### config.mk
export PLATFORM = sky130hd
export DESIGN_NAME = tpba_ram
export DESIGN_NICKNAME = d
export VERILOG_FILES = /design/src/rtl/tpba_ram.sv
export SDC_FILE = /design/constraint.sdc
export NUM_CORES = 1
export LEC_CHECK = 0
export BUFFER_PORTS_ARGS = -buffer_cell sky130_fd_sc_hd__buf_2
export CAP_MARGIN = 20
export CORE_ASPECT_RATIO = 1.2
export CORE_MARGIN = 2
export CORE_UTILIZATION = 35
export CTS_BUF_LIST = sky130_fd_sc_hd__clkbuf_8
export CTS_CLUSTER_DIAMETER = 100
export DETAILED_ROUTE_END_ITERATION = 10
export HOLD_SLACK_MARGIN = 0.03
export PLACE_DENSITY = 0.48
export SLEW_MARGIN = 20
export SYNTH_ARGS = -nofsm -noshare
export SYNTH_HDL_FRONTEND = slang
export SYNTH_SLANG_ARGS = --single-unit
### constraint.sdc
create_clock -name clk -period 2.5 [get_ports clk]
set_clock_uncertainty 0.1 [all_clocks]
set_input_delay 0.375 -clock clk [delete_from_list [all_inputs] [get_ports clk]]
set_output_delay 0.375 -clock clk [all_outputs]
set_load 0.1 [all_outputs]
### src/rtl/tpba_ram.sv
// Generic simple dual-port RAM with one write port and one registered read port.
module tpba_ram #(
    parameter int WIDTH = 8,
    parameter int DEPTH = 16
) (
    input  logic                     clk,
    input  logic                     wr_en,
    input  logic [$clog2(DEPTH)-1:0] wr_addr,
    input  logic [WIDTH-1:0]         wr_data,
    input  logic                     rd_en,
    input  logic [$clog2(DEPTH)-1:0] rd_addr,
    output logic [WIDTH-1:0]         rd_data
);

    logic [WIDTH-1:0] mem [DEPTH];

    // Write port.
    always_ff @(posedge clk)
    begin
        if (wr_en)
        begin
            mem[wr_addr] <= wr_data;
        end
    end

    // Read port; the data holds while no read is issued.
    always_ff @(posedge clk)
    begin
        if (rd_en)
        begin
            rd_data <= mem[rd_addr];
        end
    end

endmodule

==> metrics.yaml, run 1 <==
clocking:
  post_cts_resize_count: 0
  clock_latency_ps: 420
  cts_tree: "yes"
  cts_max_path_buffers: 2
  cts_buffers: 17
  cts_hold_buf: 0
  cts_max_level: 4
  clkTransAtPathRegs_ps: 80
  clock_sinks: 136
  clockRootBuffer: "clkbuf_8"
  cts_setup_buffers: 0
logic_synthesis:
  ys_ff_latch: 136
  synth_nets: 248
  synth_largest_area_cell: "edfxtp_1"
  synth_edf_count: 136
  syn_area_per_cell_um2: 22.83
  synth-seq-area-share_pct: 78.12
  yosysWarnings: 0
  netlist-cell-type-count: 18
  syn_area_um2: 5228
  synth_commonest_cells: "136 x edfxtp_1, 18 x mux4_2, 16 x a22oi_1"
  yosysMostFrequentCell: "edfxtp_1"
  synth_ff_type: "edfxtp_1"
  synthTopCellsByArea: "edfxtp_1 78%, mux4_2 7.8%, mux4_1 7.0%, a22oi_1 2.3%, nor2_1 0.93%"
  synthCells: 229
  synth_top_area_share_pct: 78.12
  async_flop_share_pct: 0
sta:
  slew_viol_final: 0
  fin_crit_sh_pct: 69.36
  setup_tns_ps: 0
  fin_ws_ps: 766.0
  fin_crit_ps: 1734
  setup_viol: 0
  rsz0062_at_grt: "no"
  slew_headroom_pct: 64.08
  tightestPinTransition_ps: 536.7
  fmax_ghz: 0.5767
  whs_ps: 234.3
  hold_viol: 0
placement:
  gp_congestion: 0.7072
  place_ws_ps: 366.1
  dp_hpwl_um: 6795
  io_buffers: 26
critical_path:
  critPathArrivalTime_ps: 1260
  cp_top_family: "buffers and inverters"
  crit_chain: "buf_2"
  critPathBufInv: 1
  critPathRequiredTime_ps: 2030
  reg2reg_slack_ps: 840
  cpMaxStageDelayCell: "buf_2"
  cp-end-kind: "output pin"
  cp_max_fo: 1
  cpPeakStageDelay_ps: 450
  start_kind: "flop"
  critPathKind: "reg2out"
detailed_routing:
  ant_nets: 0
  met1_length_um: 4779
  avgRoutedWirePerCell_um: 21.45
  wl_met3_um: 581
  dr.max_layer_used: "met4"
  num_vias: 2467
  drt-total-wl_um: 10680
  route.detailed.drc: 0
  first_iter_violations: 181
  wl_met2_um: 5216
  routed_via_density: 4.954
  dr.pass1.iters: 4
floorplan:
  start_util_pct: 36.12
  rows: 48
  die_area_um2: 15930
  coreArea_um2: 14470
  die_x_um: 115.6
  die_height_um: 137.9
  pin_count: 27
grt:
  grt_pass1_wl_um: 16040
  gr-total-overflow: 0
  grt_max_degree: 33
  grt.total_usage_pct: 14.73
  antenna_found_initial: 0
  grt_pass1_vias: 2494
pwr:
  p_comb_share_pct: 6.8
  p_int_mw: 3.637
  ir_drop_mv: 0.3461
  clkPwrFrac_pct: 38.0
  pwr_density_cell_nw_per_um2: 766.1
  seqPwrFrac_pct: 55.2
  p_sw_mw: 1.036
  leakagePower_nw: 2.027
  swShare_pct: 22.16
final_layout:
  drive_above_1_share_pct: 31.88
  final_nets: 304
  antenna_cells: 0
  nFillCells: 1282
  area_growth_pct: 16.68
run_status:
  status: "completed"
worst_hold_path:
  hold_class: "in2reg"
job:
  maxCapViolations: 0
[cells by family after synthesis]
group | after synthesis | share of synthesized area [%]
AOI/OAI and AO/OA | 16 | 2.298
buffers and inverters | 10 | 1.651
DFF | 136 | 78.12
muxes | 32 | 14.79
and+or+nand+nor | 35 | 3.136
[final timing paths]
| path | cells past startpoint | endpoint | startpoint |
|---|---|---|---|
| worst max-delay path | 1 | rd_data[6] | rd_data[6] |
| worst min-delay path | 1 | mem[8][2] | wr_data[2] |
| worst max register to register | 3 | rd_data[2] | mem[0][2] |
| worst min register to register | 3 | rd_data[5] | mem[8][5] |
[layout by cell type, fill, tap and decap left out]
cell type | netlist | routed
buf_2 | 3 | 26
nor2b_1 | 1 | 1
bufinv_16 | 0 | 3
buf_4 | 1 | 19
nand3_1 | 1 | 1
nor3_1 | 4 | 4
clkbuf_8 | 0 | 17
inv_1 | 0 | 1
and2_1 | 1 | 1
edfxtp_1 | 136 | 136
buf_12 | 0 | 2
clkinv_2 | 0 | 4
clkinvlp_4 | 0 | 3
a22oi_1 | 16 | 16
mux4_2 | 18 | 18
nor2_1 | 13 | 13
or3b_2 | 1 | 1
clkinv_1 | 0 | 2
nand2_1 | 9 | 9
and2b_1 | 1 | 1
nand2b_1 | 2 | 2
clkinv_4 | 0 | 2
mux4_1 | 14 | 14
nand3b_1 | 2 | 2
[metal layers]
layer	GRT usage (%)	vias to the layer above
met4	4.618	0
met1	19.73	1305
li1	-	1090
met2	23.36	66
met5	0	-
met3	4.283	6
[metrics by stage]
stage / util (%) / cells / area [um^2] / total power [mW]
after floorplan: - / 229 / 5228 / 2.837
after global placement: 39.41 / 466 / 5704 / 2.952
after detailed placement: 39.41 / 466 / 5704 / 2.955
after CTS: 42.14 / 498 / 6100 / 4.718
after global routing: 42.14 / 498 / 6100 / 4.845
final: 42.14 / 498 / 6100 / 4.673
[power groups by stage]
stage	combinational, mW	sequential [mW]	clock, mW
after detailed placement	0.324	2.63	0
after global placement	0.322	2.63	0
final	0.320	2.58	1.77
after global routing	0.344	2.58	1.92
after CTS	0.325	2.58	1.81
after floorplan	0.130	2.71	0
[layout make-up]
| type | instances | area (um^2) | share of cell area (%) |
|---|---|---|---|
| well taps | 200 | 250.2 | 4.103 |
| clock buffers | 17 | 234.0 | 3.836 |
| multi-input cells | 83 | 1057 | 17.33 |
| clock inverters | 15 | 161.4 | 2.646 |
| repair buffers | 47 | 312.8 | 5.128 |
| flip-flops and latches | 136 | 4084 | 66.95 |
[state kept, by name (all words and copies together) (netlist names)]
register and cells:
rd_data 8, mem 128
Note: power is estimated with default switching activity, not from simulation.
==> run 2, diff against run 1 <==
--- a/config.mk
+++ b/config.mk
@@ -14,7 +14,7 @@
 export CTS_CLUSTER_DIAMETER = 100
 export DETAILED_ROUTE_END_ITERATION = 10
 export HOLD_SLACK_MARGIN = 0.03
-export PLACE_DENSITY = 0.48
+export PLACE_DENSITY = 0.5
 export SLEW_MARGIN = 20
 export SYNTH_ARGS = -nofsm -noshare
 export SYNTH_HDL_FRONTEND = slang
==> constraint.sdc (replaced) <==
create_clock -name clk -period 1.5 [get_ports clk]
set_clock_uncertainty 0.1 [all_clocks]
set_input_delay 0.225 -clock clk [delete_from_list [all_inputs] [get_ports clk]]
set_output_delay 0.225 -clock clk [all_outputs]
set_load 0.1 [all_outputs]
==> run 2 against run 1 <==
Flip-flop and latch count unchanged. Sequential power increased by 67%. The run now ends with setup timing left. Routed wire length decreased by 3.6%. Utilization increased by 1.0 points.
==> metrics.yaml, run 2 (synthesis results as in run 1) <==
grt:
  grt_max_degree: 17
  grt_pass1_vias: 2611
  antenna_found_initial: 0
  grt.total_usage_pct: 14.36
  grt_pass1_wl_um: 15770
  gr-total-overflow: 0
clocking:
  clock_sinks: 136
  cts_hold_buf: 0
  clockRootBuffer: "clkbuf_8"
  cts_tree: "yes"
  cts_max_level: 4
  cts_setup_buffers: 0
  cts_buffers: 17
  cts_max_path_buffers: 2
  clkTransAtPathRegs_ps: 70
  clock_latency_ps: 420
detailed_routing:
  route.detailed.drc: 0
  avgRoutedWirePerCell_um: 20.10
  dr.pass1.iters: 4
  ant_nets: 0
  routed_via_density: 4.768
  drt-total-wl_um: 10290
  first_iter_violations: 128
  num_vias: 2441
final_layout:
  mostFrequentLayoutCells: "136 x edfxtp_1, 37 x buf_4, 32 x mux4_2"
  top_regs: "mem x128, rd_data x8"
  fin_util_pct: 43.15
  largest_reg_flops: 128
  area_growth_pct: 19.48
  final_common_cell: "edfxtp_1"
  drive_above_1_share_pct: 41.67
  nFillCells: 1295
  finalInstanceArea_um2: 6246
  antenna_cells: 0
  final_nets: 319
  top_register: "mem"
pwr:
  seqPwrFrac_pct: 56.7
  p_comb_share_pct: 7.9
  p_int_mw: 5.928
  pwr_density_cell_nw_per_um2: 1215
  clkPwrFrac_pct: 35.4
  leakagePower_nw: 2.077
  swShare_pct: 21.90
  p_sw_mw: 1.663
  ir_drop_mv: 0.5459
placement:
  io_buffers: 26
  dp_hpwl_um: 6766
  postPlaceCellArea_um2: 5846
  gp_congestion: 0.7271
critical_path:
  start_kind: "flop"
  crit_chain: "mux4_2 -> a22oi_2 -> nand2_1"
  crit_start: "mem[11][6]"
  cpPeakStageDelay_ps: 490
  cp-end-kind: "flop"
  critPathRequiredTime_ps: 1560
  cp_top_family: "multiplexers"
  r2r_start: "mem[11][6]"
  critPathArrivalTime_ps: 1580
  cp_max_fo: 1
  critPathBufInv: 0
  cpMaxStageDelayCell: "mux4_2"
  critPathKind: "reg2reg"
worst_hold_path:
  worstHoldStart: "rd_en"
  hold_class: "in2reg"
sta:
  tightestPinTransition_ps: 969.8
  fin_ws_ps: -15.71
  fin_crit_sh_pct: 101.0
  hold_viol: 0
  slew_viol_final: 0
  rsz0062_at_grt: "yes"
  slew_headroom_pct: 35.21
  fin_crit_ps: 1516
  setup_viol: 3
  fmax_ghz: 0.6598
floorplan:
  pin_count: 27
  die_x_um: 115.6
  die_height_um: 137.9
  die_area_um2: 15930
  rows: 48
  start_util_pct: 36.12
  coreArea_um2: 14470
job:
  maxCapViolations: 0
run_status:
  violations: "setup timing"
  status: "finished, violations left"
==> run 2: power by group through the flow <==
stage          registers (mW)  clock network (mW)  logic, mW
5_1_grt                  4.31                2.92      0.647
2_1_floorplan            4.51                   0      0.236
3_3_place_gp             4.38                   0      0.587
3_5_place_dp             4.38                   0      0.590
4_1_cts                  4.30                2.77      0.614
6_report                 4.30                2.69      0.603
==> run 2: worst register-to-register path, cell delays in order (launching register included) <==
cell      delay, ps
edfxtp_1        350
mux4_2          490
a22oi_2         240
nand2_1          80
==> run 2: path summary, 6_finish.rpt <==
path / endpoint / slack, ps / cells after the start
setup / recovery: rd_data[6] / -20 / 3
hold / removal: rd_data[2] / 80 / 1
setup reg to reg: rd_data[6] / -20 / 3
hold reg to reg: rd_data[4] / 660 / 3
==> run 2: repair_timing <==
action                                  4_1_cts  5_1_grt
cloned                                        0        0
gates resized for setup                      15        0
endpoints found under the setup margin       16        8
pin swaps                                     2        5
==> run 2: layer usage <==
metal  GRT usage, %  wire, um
met5              0         0
met4          5.288       106
met3          4.240       341
met2          22.45      5101
met1          19.14      4743
==> run 2: area by class of cell <==
cell class	count	area [um^2]	area share, %
multi-input cells	83	1050	16.81
clock buffers	17	234.0	3.746
repair buffers	62	508.0	8.133
well taps	200	250.2	4.006
flip-flops and latches	136	4084	65.38
clock inverters	14	120.1	1.923
==> run 2: stage by stage <==
stage | worst slack (ps) | power, mW | std cells | TNS [ps] | hold slack [ps]
6_report | -15.71 | 7.591 | 512 | -26.38 | 82.07
5_1_grt | -95.49 | 7.876 | 512 | -445.2 | 42.88
4_1_cts | -32.76 | 7.686 | 512 | -145.9 | 42.10
3_5_place_dp | -432.3 | 4.974 | 481 | -5597 | 501.3
3_3_place_gp | -426.8 | 4.971 | 481 | -5645 | 511.1
2_1_floorplan | -91.15 | 4.750 | 229 | -2975 | 223.9
==> run 3, diff against run 2 <==
--- a/config.mk
+++ b/config.mk
@@ -10,7 +10,6 @@
 export CORE_ASPECT_RATIO = 1.2
 export CORE_MARGIN = 2
 export CORE_UTILIZATION = 35
-export CTS_BUF_LIST = sky130_fd_sc_hd__clkbuf_8
 export CTS_CLUSTER_DIAMETER = 100
 export DETAILED_ROUTE_END_ITERATION = 10
 export HOLD_SLACK_MARGIN = 0.03
==> constraint.sdc (replaced) <==
create_clock -name clk -period 1.5 [get_ports clk]
set_clock_uncertainty 0.1 [all_clocks]
set_input_delay 0.075 -clock clk [delete_from_list [all_inputs] [get_ports clk]]
set_output_delay 0.075 -clock clk [all_outputs]
set_load 0.1 [all_outputs]
==> run 3 against run 2 <==
The flow still finishes with violations (setup timing). Worst setup slack worse by 33 ps. Hold slack gained 27 ps. Sequential share of layout area is 3.4 points lower. Final cell count increased by 1.2%. Via count grew 3.0%. Clock power grew 71%. Routed wire length grew 5.3%. Register-to-register slack got worse by 30 ps.
==> metrics.yaml, run 3 (synthesis results as in run 1) <==
pwr:
  leakagePower_nw: 2.212
  pwr_density_cell_nw_per_um2: 1442
  ir_drop_mv: 0.6279
floorplan:
  die_area_um2: 15930
  coreArea_um2: 14470
  start_util_pct: 36.12
  die_x_um: 115.6
  pin_count: 27
  die_height_um: 137.9
  rows: 48
run_status:
  status: "finished, violations left"
  violations: "setup timing"
job:
  maxCapViolations: 0
grt:
  antenna_found_initial: 0
  grt_pass1_wl_um: 16690
  grt_pass1_vias: 2699
  gr-total-overflow: 0
  grt_max_degree: 17
  grt.total_usage_pct: 15.18
clocking:
  cts_tree: "yes"
  clock_latency_ps: 410
  cts_max_path_buffers: 2
  cts_max_level: 4
  cts_buffers: 17
  clock_sinks: 136
  clkTransAtPathRegs_ps: 60
  clockRootBuffer: "clkbuf_16"
final_layout:
  finalInstanceArea_um2: 6586
  nFillCells: 1229
  final_nets: 324
  top_register: "mem"
  final_common_cell: "edfxtp_1"
  antenna_cells: 0
  mostFrequentLayoutCells: "136 x edfxtp_1, 28 x mux4_2, 26 x buf_2, 26 x buf_4, 17 x clkbuf_16"
  area_growth_pct: 25.99
  top_regs: "mem x128, rd_data x8"
  drive_above_1_share_pct: 38.68
  largest_reg_flops: 128
sta:
  hold_viol: 0
  tightestPinTransition_ps: 1025
  setup_tns_ps: -138.8
  fin_crit_sh_pct: 103.3
  rsz0062_at_grt: "yes"
  setup_viol: 5
  fmax_ghz: 0.6456
  slew_headroom_pct: 31.44
  slew_viol_final: 0
  fin_crit_ps: 1549
  whs_ps: 109.2
  fin_ws_ps: -48.96
critical_path:
  crit_chain: "mux4_2 -> a22oi_2 -> nand2_1"
  critPathRequiredTime_ps: 1550
  cpMaxStageDelayCell: "mux4_2"
  cp-end-kind: "flop"
  cpPeakStageDelay_ps: 470
  cp_max_fo: 1
  start_kind: "flop"
  critPathArrivalTime_ps: 1590
  critPathKind: "reg2reg"
detailed_routing:
  drt-total-wl_um: 10840
  dr.pass1.iters: 4
  routed_via_density: 4.853
  first_iter_violations: 176
  avgRoutedWirePerCell_um: 20.92
  num_vias: 2514
  route.detailed.drc: 0
  ant_nets: 0
placement:
  dp_hpwl_um: 7175
  place_ws_ps: -349.4
  io_buffers: 26
  gp_congestion: 0.7536
  postPlaceCellArea_um2: 5842
worst_hold_path:
  hold_class: "in2reg"
run 3: metrics by stage:
| step | util [%] | power, mW | instances |
|---|---|---|---|
| after floorplan | - | 4.729 | 229 |
| after global placement | 40.36 | 4.952 | 477 |
| after detailed placement | 40.36 | 4.959 | 477 |
| after CTS | 45.50 | 9.577 | 518 |
| after global routing | 45.50 | 9.788 | 518 |
| final | 45.50 | 9.500 | 518 |
run 3: cell type report:
type                            count  area [um^2]  area share, %
Tap cell                          200        250.2          3.799
Sequential cell                   136         4084          62.01
Clock inverter                     14        227.7          3.457
Clock buffer                       18        429.2          6.516
Timing Repair Buffer               67        535.5          8.131
Multi-Input combinational cell     83         1060          16.09
run 3: final timing paths:
| kind | from | endpoint | slack, ps | cells after the start |
|---|---|---|---|---|
| hold reg to reg | mem[12][7] | rd_data[7] | 640 | 3 |
| setup reg to reg | mem[0][2] | rd_data[2] | -50 | 3 |
| setup / recovery | mem[0][2] | rd_data[2] | -50 | 3 |
| hold / removal | wr_addr[0] | mem[0][0] | 110 | 3 |
run 3: repair_timing:
item,CTS,global route
pin swaps,5,2
endpoints found under the hold margin,136,0
hold buffers,9,0
gates resized for setup,17,0
buffers inserted,0,0
setup endpoints to repair,7,8
run 3: per-layer routing:
layer  global-route usage (%)  wire [um]
met2                    22.94       5186
met5                        0          0
met1                    21.71       5186
met4                    5.221        100
met3                    3.628        365
run 3: worst max-delay path: cells and delay by family, from the launching register on:
family             cells  cell delay [ps]
AOI/OAI and AO/OA      1              220
DFF                    1              380
muxes                  1              470
and+or+nand+nor        1              120
run 3: power by group:
group	switching (mW)	internal, mW	total [mW]
Clock	1.49	3.10	4.59
Combinational	0.382	0.221	0.604
Sequential	0.0221	4.28	4.31
Total	1.90	7.60	9.50
